==> config.mk <==
export PLATFORM = sky130hd
export DESIGN_NAME = fsbm_ctrl
export DESIGN_NICKNAME = d
export VERILOG_FILES = /design/src/rtl/fsbm_pkg.sv /design/src/rtl/fsbm_ctrl.sv
export SDC_FILE = /design/constraint.sdc
export NUM_CORES = 1
export LEC_CHECK = 0
export ABC_AREA = 1
export BUFFER_PORTS_ARGS = -buffer_cell sky130_fd_sc_hd__buf_4
export CAP_MARGIN = 20
export CELL_PAD_IN_SITES_DETAIL_PLACEMENT = 0
export CELL_PAD_IN_SITES_GLOBAL_PLACEMENT = 2
export CORE_MARGIN = 1.5
export CORE_UTILIZATION = 19
export CTS_CLUSTER_SIZE = 16
export DETAILED_ROUTE_END_ITERATION = 7
export PLACE_DENSITY = 0.74
export SLEW_MARGIN = 20
export SYNTH_ARGS = -nofsm -noshare
export SYNTH_HDL_FRONTEND = slang
export SYNTH_SLANG_ARGS = --single-unit
==> constraint.sdc <==
create_clock -name clk -period 2.6 [get_ports clk]
set_input_delay 0.52 -clock clk [delete_from_list [all_inputs] [get_ports clk]]
set_output_delay 0.52 -clock clk [all_outputs]
set_load 0.01 [all_outputs]
==> src/rtl/fsbm_pkg.sv <==
// Package for the full search block matcher: FSM states, status codes,
// register indexes and the command/status bundles between control and datapath.
// No dependencies.
package fsbm_pkg;

	typedef enum logic [2:0] {
		ST_IDLE,
		ST_SETUP,
		ST_CHECK,
		ST_ACCUM,
		ST_DRAIN,
		ST_NEXT,
		ST_RESULT
	} state_t;

	localparam logic [1:0] STATUS_MATCH = 2'd0;
	localparam logic [1:0] STATUS_EDGE  = 2'd1;
	localparam logic [1:0] STATUS_EMPTY = 2'd2;

	localparam logic CMD_LOAD     = 1'b0;
	localparam logic CMD_ESTIMATE = 1'b1;

	localparam logic [1:0] REG_WIDTH  = 2'd0;
	localparam logic [1:0] REG_HEIGHT = 2'd1;
	localparam logic [1:0] REG_HBLOCK = 2'd2;
	localparam logic [1:0] REG_HWIN   = 2'd3;

	localparam int CHANNELS = 3;

	// commands from controller to datapath
	typedef struct packed {
		logic setup;      // latch position, compute bounds
		logic cand_start; // reset pixel walk for the current candidate
		logic issue;      // read one pixel pair and advance the walk
		logic compare;    // compare finished sum against best
		logic next_cand;  // step to next candidate in raster order
	} dp_cmd_t;

	// status from datapath to controller
	typedef struct packed {
		logic edge_hit;   // pixel too near edge
		logic win_empty;  // no candidate
		logic walk_last;  // issuing the last pixel of the block
		logic cand_last;  // current candidate is the last
		logic pipe_busy;  // pixel pipeline still holds reads
	} dp_stat_t;

endpackage

==> src/rtl/fsbm_ctrl.sv <==
// Controller state machine sequencing candidates and pixel walks.
// Depends on fsbm_pkg.
module fsbm_ctrl (
	input  logic                clk,
	input  logic                arst_n,
	input  logic                start,
	input  fsbm_pkg::dp_stat_t  stat,
	output fsbm_pkg::dp_cmd_t   cmd,
	output logic                busy,
	output logic                done,
	output logic [1:0]          done_status
);

	fsbm_pkg::state_t state_q, state_d;

	always_ff @(posedge clk or negedge arst_n) begin
		if (!arst_n) begin
			state_q <= fsbm_pkg::ST_IDLE;
		end else begin
			state_q <= state_d;
		end
	end

	// next state
	always_comb begin
		state_d = state_q;
		unique case (state_q)
			fsbm_pkg::ST_IDLE:   if (start) state_d = fsbm_pkg::ST_SETUP;
			fsbm_pkg::ST_SETUP:  state_d = fsbm_pkg::ST_CHECK;
			fsbm_pkg::ST_CHECK: begin
				if (stat.edge_hit || stat.win_empty) state_d = fsbm_pkg::ST_RESULT;
				else state_d = fsbm_pkg::ST_ACCUM;
			end
			fsbm_pkg::ST_ACCUM:  if (stat.walk_last) state_d = fsbm_pkg::ST_DRAIN;
			fsbm_pkg::ST_DRAIN:  if (!stat.pipe_busy) state_d = fsbm_pkg::ST_NEXT;
			fsbm_pkg::ST_NEXT: begin
				if (stat.cand_last) state_d = fsbm_pkg::ST_RESULT;
				else state_d = fsbm_pkg::ST_ACCUM;
			end
			fsbm_pkg::ST_RESULT: state_d = fsbm_pkg::ST_IDLE;
			default:             state_d = fsbm_pkg::ST_IDLE;
		endcase
	end

	// outputs
	always_comb begin
		cmd = '0;
		busy = 1'b1;
		done = 1'b0;
		done_status = fsbm_pkg::STATUS_MATCH;
		unique case (state_q)
			fsbm_pkg::ST_IDLE: begin
				busy = 1'b0;
				cmd.setup = start;
			end
			fsbm_pkg::ST_SETUP: ;
			fsbm_pkg::ST_CHECK:  cmd.cand_start = 1'b1;
			fsbm_pkg::ST_ACCUM:  cmd.issue = 1'b1;
			fsbm_pkg::ST_DRAIN:  cmd.compare = !stat.pipe_busy;
			fsbm_pkg::ST_NEXT: begin
				cmd.next_cand = !stat.cand_last;
				cmd.cand_start = 1'b1;
			end
			fsbm_pkg::ST_RESULT: begin
				done = 1'b1;
				if (stat.edge_hit) done_status = fsbm_pkg::STATUS_EDGE;
				else if (stat.win_empty) done_status = fsbm_pkg::STATUS_EMPTY;
			end
			default: ;
		endcase
	end

endmodule

==> results of run 1 <==
==> cell usage in the layout (no fill, tap or decap), types with 2 or more instances in the layout <==
cell	netlist	routed
nor2_1	5	5
buf_4	0	16
dfrtp_1	3	3
nand3_1	8	8
clkbuf_4	0	3
inv_1	8	8
nor2_2	3	3
nand4_1	2	2
nand2_1	11	11
inv_2	3	3
==> how the worst max path moves through the flow <==
stage,startpoint,to,slack (ps),depth (start not counted)
floorplan,state_q[0],done_status[1],1160,3
global placement,state_q[1],cmd[1],1020,4
detailed placement,state_q[0],done_status[1],1070,4
CTS,state_q[1],cmd[4],820,4
global route,state_q[1],cmd[1],730,4
finish,state_q[1],cmd[1],840,4
==> kinds of logic (layout without fill, tap and decap cells) <==
family | count (synthesis) | after routing | share of synthesized area, %
simple gates | 31 | 31 | 53.04
buf+inv | 12 | 31 | 18.26
flops | 3 | 3 | 26.09
compound gates | 1 | 1 | 2.610
==> critical path, stage by stage (launching register included) <==
cell	delay (ps)
dfrtp_1	440
nor2_2	240
nand2_1	110
nor2_1	100
buf_4	130
==> per-stage QoR <==
step | util [%] | cells | hold WS, ps
global placement | 30.77 | 77 | 310.6
global route | 32.72 | 81 | 62.44
CTS | 32.72 | 81 | 62.29
finish | 32.72 | 81 | 68.57
detailed placement | 30.77 | 77 | 310.7
floorplan | - | 47 | 224.4
==> cell usage after synthesis <==
cell type and count:
buf_6 1, dfrtp_1 3, inv_1 8, inv_2 3, nand2_1 11, nand3_1 8
nand4_1 2, nor2_1 5, nor2_2 3, nor3_1 1, nor3_4 1, o211ai_1 1
==> area by class of cell <==
cell class	count	area share, %
clock buffers	4	5.949
well taps	15	4.249
repair buffers	16	27.20
flip-flops and latches	3	17.00
multi-input cells	32	36.26
inverters	11	9.348
==> power breakdown <==
| part | total [uW] | internal [uW] | leakage [uW] | switching, uW |
|---|---|---|---|---|
| sequential | 114 | 70.8 | 0.0000372 | 43.3 |
| clock | 79.9 | 57.4 | 0.0000150 | 22.5 |
| combinational | 276 | 117 | 0.000212 | 159 |
==> metal layers <==
| layer | vias up | GRT usage [%] |
|---|---|---|
| li1 | 187 | - |
| met1 | 140 | 11.26 |
| met2 | 13 | 12.50 |
| met3 | 0 | 5.217 |
| met4 | 0 | 1.935 |
| met5 | - | 0 |
==> results_tabular.tex, run 1 <==
\begin{tabular}{lr}
\hline
Metric & Value \\
\hline
\multicolumn{2}{l}{\textbf{Clocking}} \\
Clock edge transition at the registers on the reported setup and hold paths & 40 ps \\
Buffer levels on the longest clock path & 2 \\
Sink count of the clock tree & 3 \\
TritonCTS Buffers & 3 \\
CTS hold repair buffers & 0 \\
Clock tree from TritonCTS & yes \\
Number of gates given a new drive strength after cts & 0 \\
Clock Root Buffer & clkbuf\_4 \\
Later-pin clock latency in the skew report & 230 ps \\
Setup repair bufs after CTS & 0 \\
H-tree depth & 1 \\
\multicolumn{2}{l}{\textbf{Finish}} \\
Number of flip-flops in the largest register & 3 \\
Fill cell count & 159 \\
Nets & 75 \\
Share of final-layout standard cells stronger than drive strength 1 & 39.39\% \\
Antenna diode count & 0 \\
Area grow syn2layout & 53.48\% \\
Most flops, register & state\_q \\
FF+latch area & 75.07 sq um \\
Multi-input gate area in the final layout & 160.2 sq um \\
Fin area & 441.7 sq um \\
Largest registers ranked by flip-flop count & state\_q x3 \\
\multicolumn{2}{l}{\textbf{Die}} \\
I/O pin total & 17 \\
Die outline width & 41.92 microns \\
Die height & 41.92 microns \\
Area enclosed by the die boundary & 1757 sq um \\
Rows & 13 \\
Core Region & 1350 sq um \\
Initial cell density of the core & 21.32\% \\
\multicolumn{2}{l}{\textbf{Synthesis}} \\
\#FFs+latches synth & 3 \\
Synthesized area & 287.8 sq um \\
Post-Synthesis Cells & 47 \\
Library cells used by synthesis & 12 \\
Top-area cell type share of the netlist area & 26.09\% \\
Yosys warns & 0 \\
Cell type with the largest total area after synthesis & dfrtp\_1 \\
Synth area leaders & dfrtp\_1 (26\%), nand2\_1 (14\%), nand3\_1 (14\%), inv\_1 (10\%), nor2\_1 (6.5\%) \\
Mean cell area of the mapped netlist & 6.123 sq um \\
Fraction of the yosys area taken by sequential cells & 26.09\% \\
Post-Synthesis Net Count & 55 \\
\multicolumn{2}{l}{\textbf{Place}} \\
Post-detailed-placement half-perimeter wirelength & 608.7 microns \\
Placement Cell Area & 415.4 sq um \\
Worst slack after detailed placement & 1073 ps \\
Gp weighted congestion & 0.7218 \\
PortBufs & 16 \\
\multicolumn{2}{l}{\textbf{Timing}} \\
Final critical-path required period & 1762 ps \\
Highest Clock Rate & 567.6 MHz \\
Count of endpoints failing setup in the final report & 0 \\
Period utilisation layout & 67.76\% \\
Worst clock skew on the final layout & 4.745 ps \\
Worst-case headroom to the max-slew limit & 81.13\% \\
Transition at the pin with the smallest max-transition slack & 283.1 ps \\
Number of hold violations in the final report & 0 \\
Least setup slack across all paths after layout & 838.1 ps \\
Post-route setup TNS & 0 ps \\
Unrepaired setup endpoints after global routing & no \\
Count of final max-slew check failures & 0 \\
\multicolumn{2}{l}{\textbf{Detailed routing}} \\
Residual antenna-violating net count after detailed routing & 0 \\
First-pass detailed-route iteration total & 2 \\
Final routed wirelength across all metal layers & 721 microns \\
Total length of routed met3 wires & 64 microns \\
Top routing layer used & met3 \\
Routed wire length per instance & 8.901 microns \\
M1 WL & 344 microns \\
Met2 wire length & 312 microns \\
Total via count in the routed design & 340 \\
Drc violations & 0 \\
Vias per cell & 4.198 \\
Starting DRT DRC Count & 4 \\
\multicolumn{2}{l}{\textbf{Pwr}} \\
Static leakage & 0.0002645 uW \\
Power per cell area & 1064 nW/um\^{}2 \\
Worst IR Drop VDD & 422.1 uV \\
Design Power & 469.8 uW \\
\multicolumn{2}{l}{\textbf{Setup path}} \\
Critical Path AT & 1240 ps \\
End of the worst register-to-register path & state\_q[2] \\
Setup slack of the worst register-to-register path & 1440 ps \\
Setup crit start kind & flip-flop \\
Critical path fanouts, max & 5 \\
Kind of end point of the critical path & primary output \\
Critical path start-end classification & reg2out \\
Launch instance of the worst register-to-register path & state\_q[1] \\
Depth of the worst register-to-register path & 6 \\
CP Data Required Time & 2080 ps \\
\multicolumn{2}{l}{\textbf{Global route}} \\
Maximum number of pins on one net before global-route repair & 9 \\
Via count of the first global-routing pass & 281 \\
Number of antenna violations at the first check in global routing & 0 \\
GRT Resource Usage Total & 8.774\% \\
GRT overflow & 0 \\
Global-route wire length before repair & 1145 microns \\
\multicolumn{2}{l}{\textbf{Worst hold path}} \\
Min-Delay Path Class & in2async \\
\multicolumn{2}{l}{\textbf{Status}} \\
Status & completed \\
\multicolumn{2}{l}{\textbf{Flow run}} \\
Max-cap check violation count & 0 \\
\hline
\end{tabular}
Note: power is estimated with default switching activity, not from simulation.
==> run 2, diff against run 1 <==
ABC_AREA = 0   (was 1)
CORE_UTILIZATION = 17   (was 19)
PLACE_DENSITY = 0.66   (was 0.74)
clock period = 1.5 ns   (was 2.6 ns; I/O delays follow)
==> run 2 against run 1 <==
Compared with the run above: the flow now finishes with violations (negative setup slack); clock power rose by 90%; synthesized area rose by 3.5%; count of clock-buffer cells in the layout did not move; power rose by 110%; largest cell class unchanged; critical path type unchanged; critical endpoint is now cmd[4].
==> results_tabular.tex, run 2 <==
\begin{tabular}{lr}
\hline
Metric & Value \\
\hline
\multicolumn{2}{l}{\textbf{Status}} \\
Status & finished with violations (was completed) \\
Violated checks & negative setup slack \\
\multicolumn{2}{l}{\textbf{Flow run}} \\
Max-cap check violation count & 0 (unchanged) \\
\multicolumn{2}{l}{\textbf{Detailed routing}} \\
Total via count in the routed design & 376 (was 340) \\
First-pass detailed-route iteration total & 6 (was 2) \\
Routed wire length per instance & 11.02 microns (was 8.901 microns) \\
Vias per cell & 4.476 (was 4.198) \\
M1 WL & 426 microns (was 344 microns) \\
Total length of routed met3 wires & 60 microns (was 64 microns) \\
Drc violations & 0 (unchanged) \\
Met2 wire length & 411 microns (was 312 microns) \\
Top routing layer used & met4 (was met3) \\
Residual antenna-violating net count after detailed routing & 0 (unchanged) \\
Final routed wirelength across all metal layers & 926 microns (was 721 microns) \\
Starting DRT DRC Count & 8 (was 4) \\
\multicolumn{2}{l}{\textbf{Timing}} \\
Count of endpoints failing setup in the final report & 3 (was 0) \\
Tightest hold margin & 338.0 ps (was 68.57 ps) \\
Transition at the pin with the smallest max-transition slack & 207.0 ps (was 283.1 ps) \\
Period utilisation layout & 103.7\% \\
Unrepaired setup endpoints after global routing & yes (was no) \\
Worst-case headroom to the max-slew limit & 86.20\% (was 81.13\%) \\
Least setup slack across all paths after layout & -55.35 ps (was 838.1 ps) \\
Highest Clock Rate & 642.9 MHz \\
Final critical-path required period & 1555 ps \\
Count of final max-slew check failures & 0 (unchanged) \\
Number of hold violations in the final report & 0 (unchanged) \\
Worst clock skew on the final layout & 7.603 ps (was 4.745 ps) \\
\multicolumn{2}{l}{\textbf{Global route}} \\
Global-route wire length before repair & 1469 microns (was 1145 microns) \\
Via count of the first global-routing pass & 367 (was 281) \\
Number of antenna violations at the first check in global routing & 0 (unchanged) \\
GRT overflow & 0 (unchanged) \\
GRT Resource Usage Total & 10.59\% (was 8.774\%) \\
Maximum number of pins on one net before global-route repair & 10 (was 9) \\
\multicolumn{2}{l}{\textbf{Synthesis}} \\
Yosys warns & 0 (unchanged) \\
Flip-flop cell with the highest count after synthesis & dfrtp\_1 (unchanged) \\
Cell type with the largest total area after synthesis & dfrtp\_1 (unchanged) \\
Cell with the most instances after synthesis & nor2\_1 (was nand2\_1) \\
Synth area leaders & dfrtp\_1 (25\%), nor2\_1 (8.8\%), a21oi\_1 (8.4\%), buf\_6 (7.6\%), nor3\_1 (6.7\%) (was dfrtp\_1 (26\%), nand2\_1 (14\%), nand3\_1 (14\%), inv\_1 (10\%), nor2\_1 (6.5\%)) \\
Mean cell area of the mapped netlist & 7.090 sq um (was 6.123 sq um) \\
Post-Synthesis Cells & 42 (was 47) \\
Top-area cell type share of the netlist area & 25.21\% (was 26.09\%) \\
Synth cell count leaders & nor2\_1 (7), a21oi\_1 (5), nand2\_1 (4), nor3\_1 (4), dfrtp\_1 (3) (was nand2\_1 (11), inv\_1 (8), nand3\_1 (8), nor2\_1 (5)) \\
\#FFs+latches synth & 3 (unchanged) \\
Fraction of the yosys area taken by sequential cells & 25.21\% (was 26.09\%) \\
Post-Synthesis Net Count & 50 (was 55) \\
EDFF count, synth & 0 (unchanged) \\
Synthesized area & 297.8 sq um (was 287.8 sq um) \\
Library cells used by synthesis & 22 (was 12) \\
Async set-reset flop share out of synthesis & 100.0\% (unchanged) \\
\multicolumn{2}{l}{\textbf{Pwr}} \\
Logic gate share of total power & 65.9\% (was 58.7\%) \\
Sequential fraction of design power & 19.0\% (was 24.3\%) \\
Sw Share & 42.81\% (was 47.78\%) \\
Sw Pwr & 430.8 uW (was 224.5 uW) \\
Power per cell area & 1929 nW/um\^{}2 (was 1064 nW/um\^{}2) \\
Design Power & 1006 uW (was 469.8 uW) \\
Pint & 575.6 uW (was 245.3 uW) \\
Static leakage & 0.0002530 uW (was 0.0002645 uW) \\
Clk network pwr share & 15.1\% (was 17.0\%) \\
Worst IR Drop VDD & 569.3 uV (was 422.1 uV) \\
\multicolumn{2}{l}{\textbf{Place}} \\
Post-detailed-placement half-perimeter wirelength & 606.9 microns (was 608.7 microns) \\
Gp weighted congestion & 0.7297 (was 0.7218) \\
PortBufs & 16 (unchanged) \\
Placement Cell Area & 430.4 sq um (was 415.4 sq um) \\
Worst slack after detailed placement & 150.7 ps (was 1073 ps) \\
\multicolumn{2}{l}{\textbf{Setup path}} \\
Buffer and inverter count on the worst path & 1 (unchanged) \\
Crit-path leading delay family & simple AND/OR/NAND/NOR gates (unchanged) \\
Critical path start-end classification & reg2out (unchanged) \\
Critical Path AT & 1260 ps (was 1240 ps) \\
Worst path max stage delay & 410 ps (was 440 ps) \\
Slowest cell on the critical path & dfrtp\_1 (unchanged) \\
Critical path fanouts, max & 5 (unchanged) \\
Kind of end point of the critical path & primary output (unchanged) \\
CP Data Required Time & 1200 ps (was 2080 ps) \\
Ordered list of cells on the worst path & or3\_4 -> nor2\_2 -> buf\_4 (was nor2\_2 -> nand2\_1 -> nor2\_1 -> buf\_4) \\
Setup crit start kind & flip-flop (unchanged) \\
\multicolumn{2}{l}{\textbf{Die}} \\
Die outline width & 44.86 microns (was 41.92 microns) \\
Rows & 14 (was 13) \\
Core Region & 1577 sq um (was 1350 sq um) \\
Initial cell density of the core & 18.89\% (was 21.32\%) \\
I/O pin total & 17 (unchanged) \\
Area enclosed by the die boundary & 2012 sq um (was 1757 sq um) \\
Die height & 44.86 microns (was 41.92 microns) \\
\multicolumn{2}{l}{\textbf{Finish}} \\
Largest registers ranked by flip-flop count & state\_q x3 (unchanged) \\
Commonest non-fill, non-tap cells in the layout & buf\_4 (24), nor2\_1 (5), a21oi\_1 (5) (was buf\_4 (16), nand2\_1 (11), nand3\_1 (8), inv\_1 (8), nor2\_1 (5)) \\
Fin area & 521.8 sq um (was 441.7 sq um) \\
Area grow syn2layout & 75.21\% (was 53.48\%) \\
Nets & 77 (was 75) \\
Antenna diode count & 0 (unchanged) \\
Leading cell type in the layout, fill and taps excluded & buf\_4 (unchanged) \\
Number of flip-flops in the largest register & 3 (unchanged) \\
Share of final-layout standard cells stronger than drive strength 1 & 54.41\% (was 39.39\%) \\
Most flops, register & state\_q (unchanged) \\
\multicolumn{2}{l}{\textbf{Clocking}} \\
Sink count of the clock tree & 3 (unchanged) \\
TritonCTS Buffers & 3 (unchanged) \\
Later-pin clock latency in the skew report & 250 ps (was 230 ps) \\
Clock edge transition at the registers on the reported setup and hold paths & 40 ps (about the same) \\
H-tree depth & 1 (unchanged) \\
Buffer levels on the longest clock path & 2 (unchanged) \\
Clock Root Buffer & clkbuf\_4 (unchanged) \\
Clock tree from TritonCTS & yes (unchanged) \\
\multicolumn{2}{l}{\textbf{Worst hold path}} \\
Min-Delay Path Class & in2reg (was in2async) \\
\hline
\end{tabular}
-- run 2: cell count changes after synthesis, sizes merged, moves of 5 or more --
cell,previous run,this run
inv,11,3
a21oi,0,5
nand2,11,4
nand3,8,1
-- run 2: power by group through the flow --
stage               Combinational (uW)  Clock [uW]  Sequential [uW]
floorplan                          418           0              146
global placement                   557           0              192
detailed placement                 543           0              195
CTS                                638         154              191
global route                       739         151              201
finish                             663         152              191
-- run 2: logic make-up (layout without fill, tap and decap cells) --
group                  count (synthesis)  after routing  share of synthesized area, %
buffers and inverters                  6             32                         13.87
AND/OR/NAND/NOR                       23             23                         42.02
AO/OA/AOI/OAI                         10             10                         18.91
flip-flops                             3              3                         25.21
-- run 2: worst reg2reg max path: stages, from the launching register on --
cell and delay (ps):
dfrtp_2 430, buf_4 160, buf_4 120, buf_4 120
nor3_2 110, nor3_1 60, a31oi_1 150, o21ai_1 90
-- run 2: area by class of cell --
cell class,count,area (sq um)
Inverter,3,11.26
Multi-Input combinational cell,33,196.4
Timing Repair Buffer,25,190.2
Tap cell,16,20.02
Clock buffer,4,26.28
Fill cell,183,1055
Sequential cell,3,77.57
-- run 2: routing by layer --
layer  GRT usage, %  vias to the layer above
met2          14.78                       18
met5              0                        -
li1               -                      195
met3          2.400                        4
met4          10.59                        0
met1          12.96                      159
-- run 2: final timing paths --
kind / startpoint / end / slack [ps] / cells after the start
worst min-delay path: stat[2] / state_q[0] / 340 / 3
max in group asynchronous: arst_n / state_q[2] / 1010 / 2
worst max register to register: state_q[0] / state_q[2] / 130 / 7
worst max-delay path: state_q[1] / cmd[4] / -60 / 3
worst min register to register: state_q[0] / state_q[1] / 640 / 2
min in group asynchronous: arst_n / state_q[0] / 380 / 2
-- run 2: what timing repair did --
| action | CTS | global route |
|---|---|---|
| setup buffers | 5 | 0 |
| pin swaps | 1 | 2 |
| hold buffers | 1 | 0 |
| cloned | 0 | 0 |
| setup endpoints to repair | 6 | 10 |
| resized for setup | 2 | 4 |
| hold endpoints to repair | 3 | 0 |
-- run 2: through the flow --
step | setup TNS (ps) | util, % | instances
global placement | 0 | 27.30 | 74
global route | -418.4 | 33.10 | 84
floorplan | 0 | - | 42
finish | -89.86 | 33.10 | 84
detailed placement | 0 | 27.30 | 74
CTS | -134.4 | 32.14 | 84
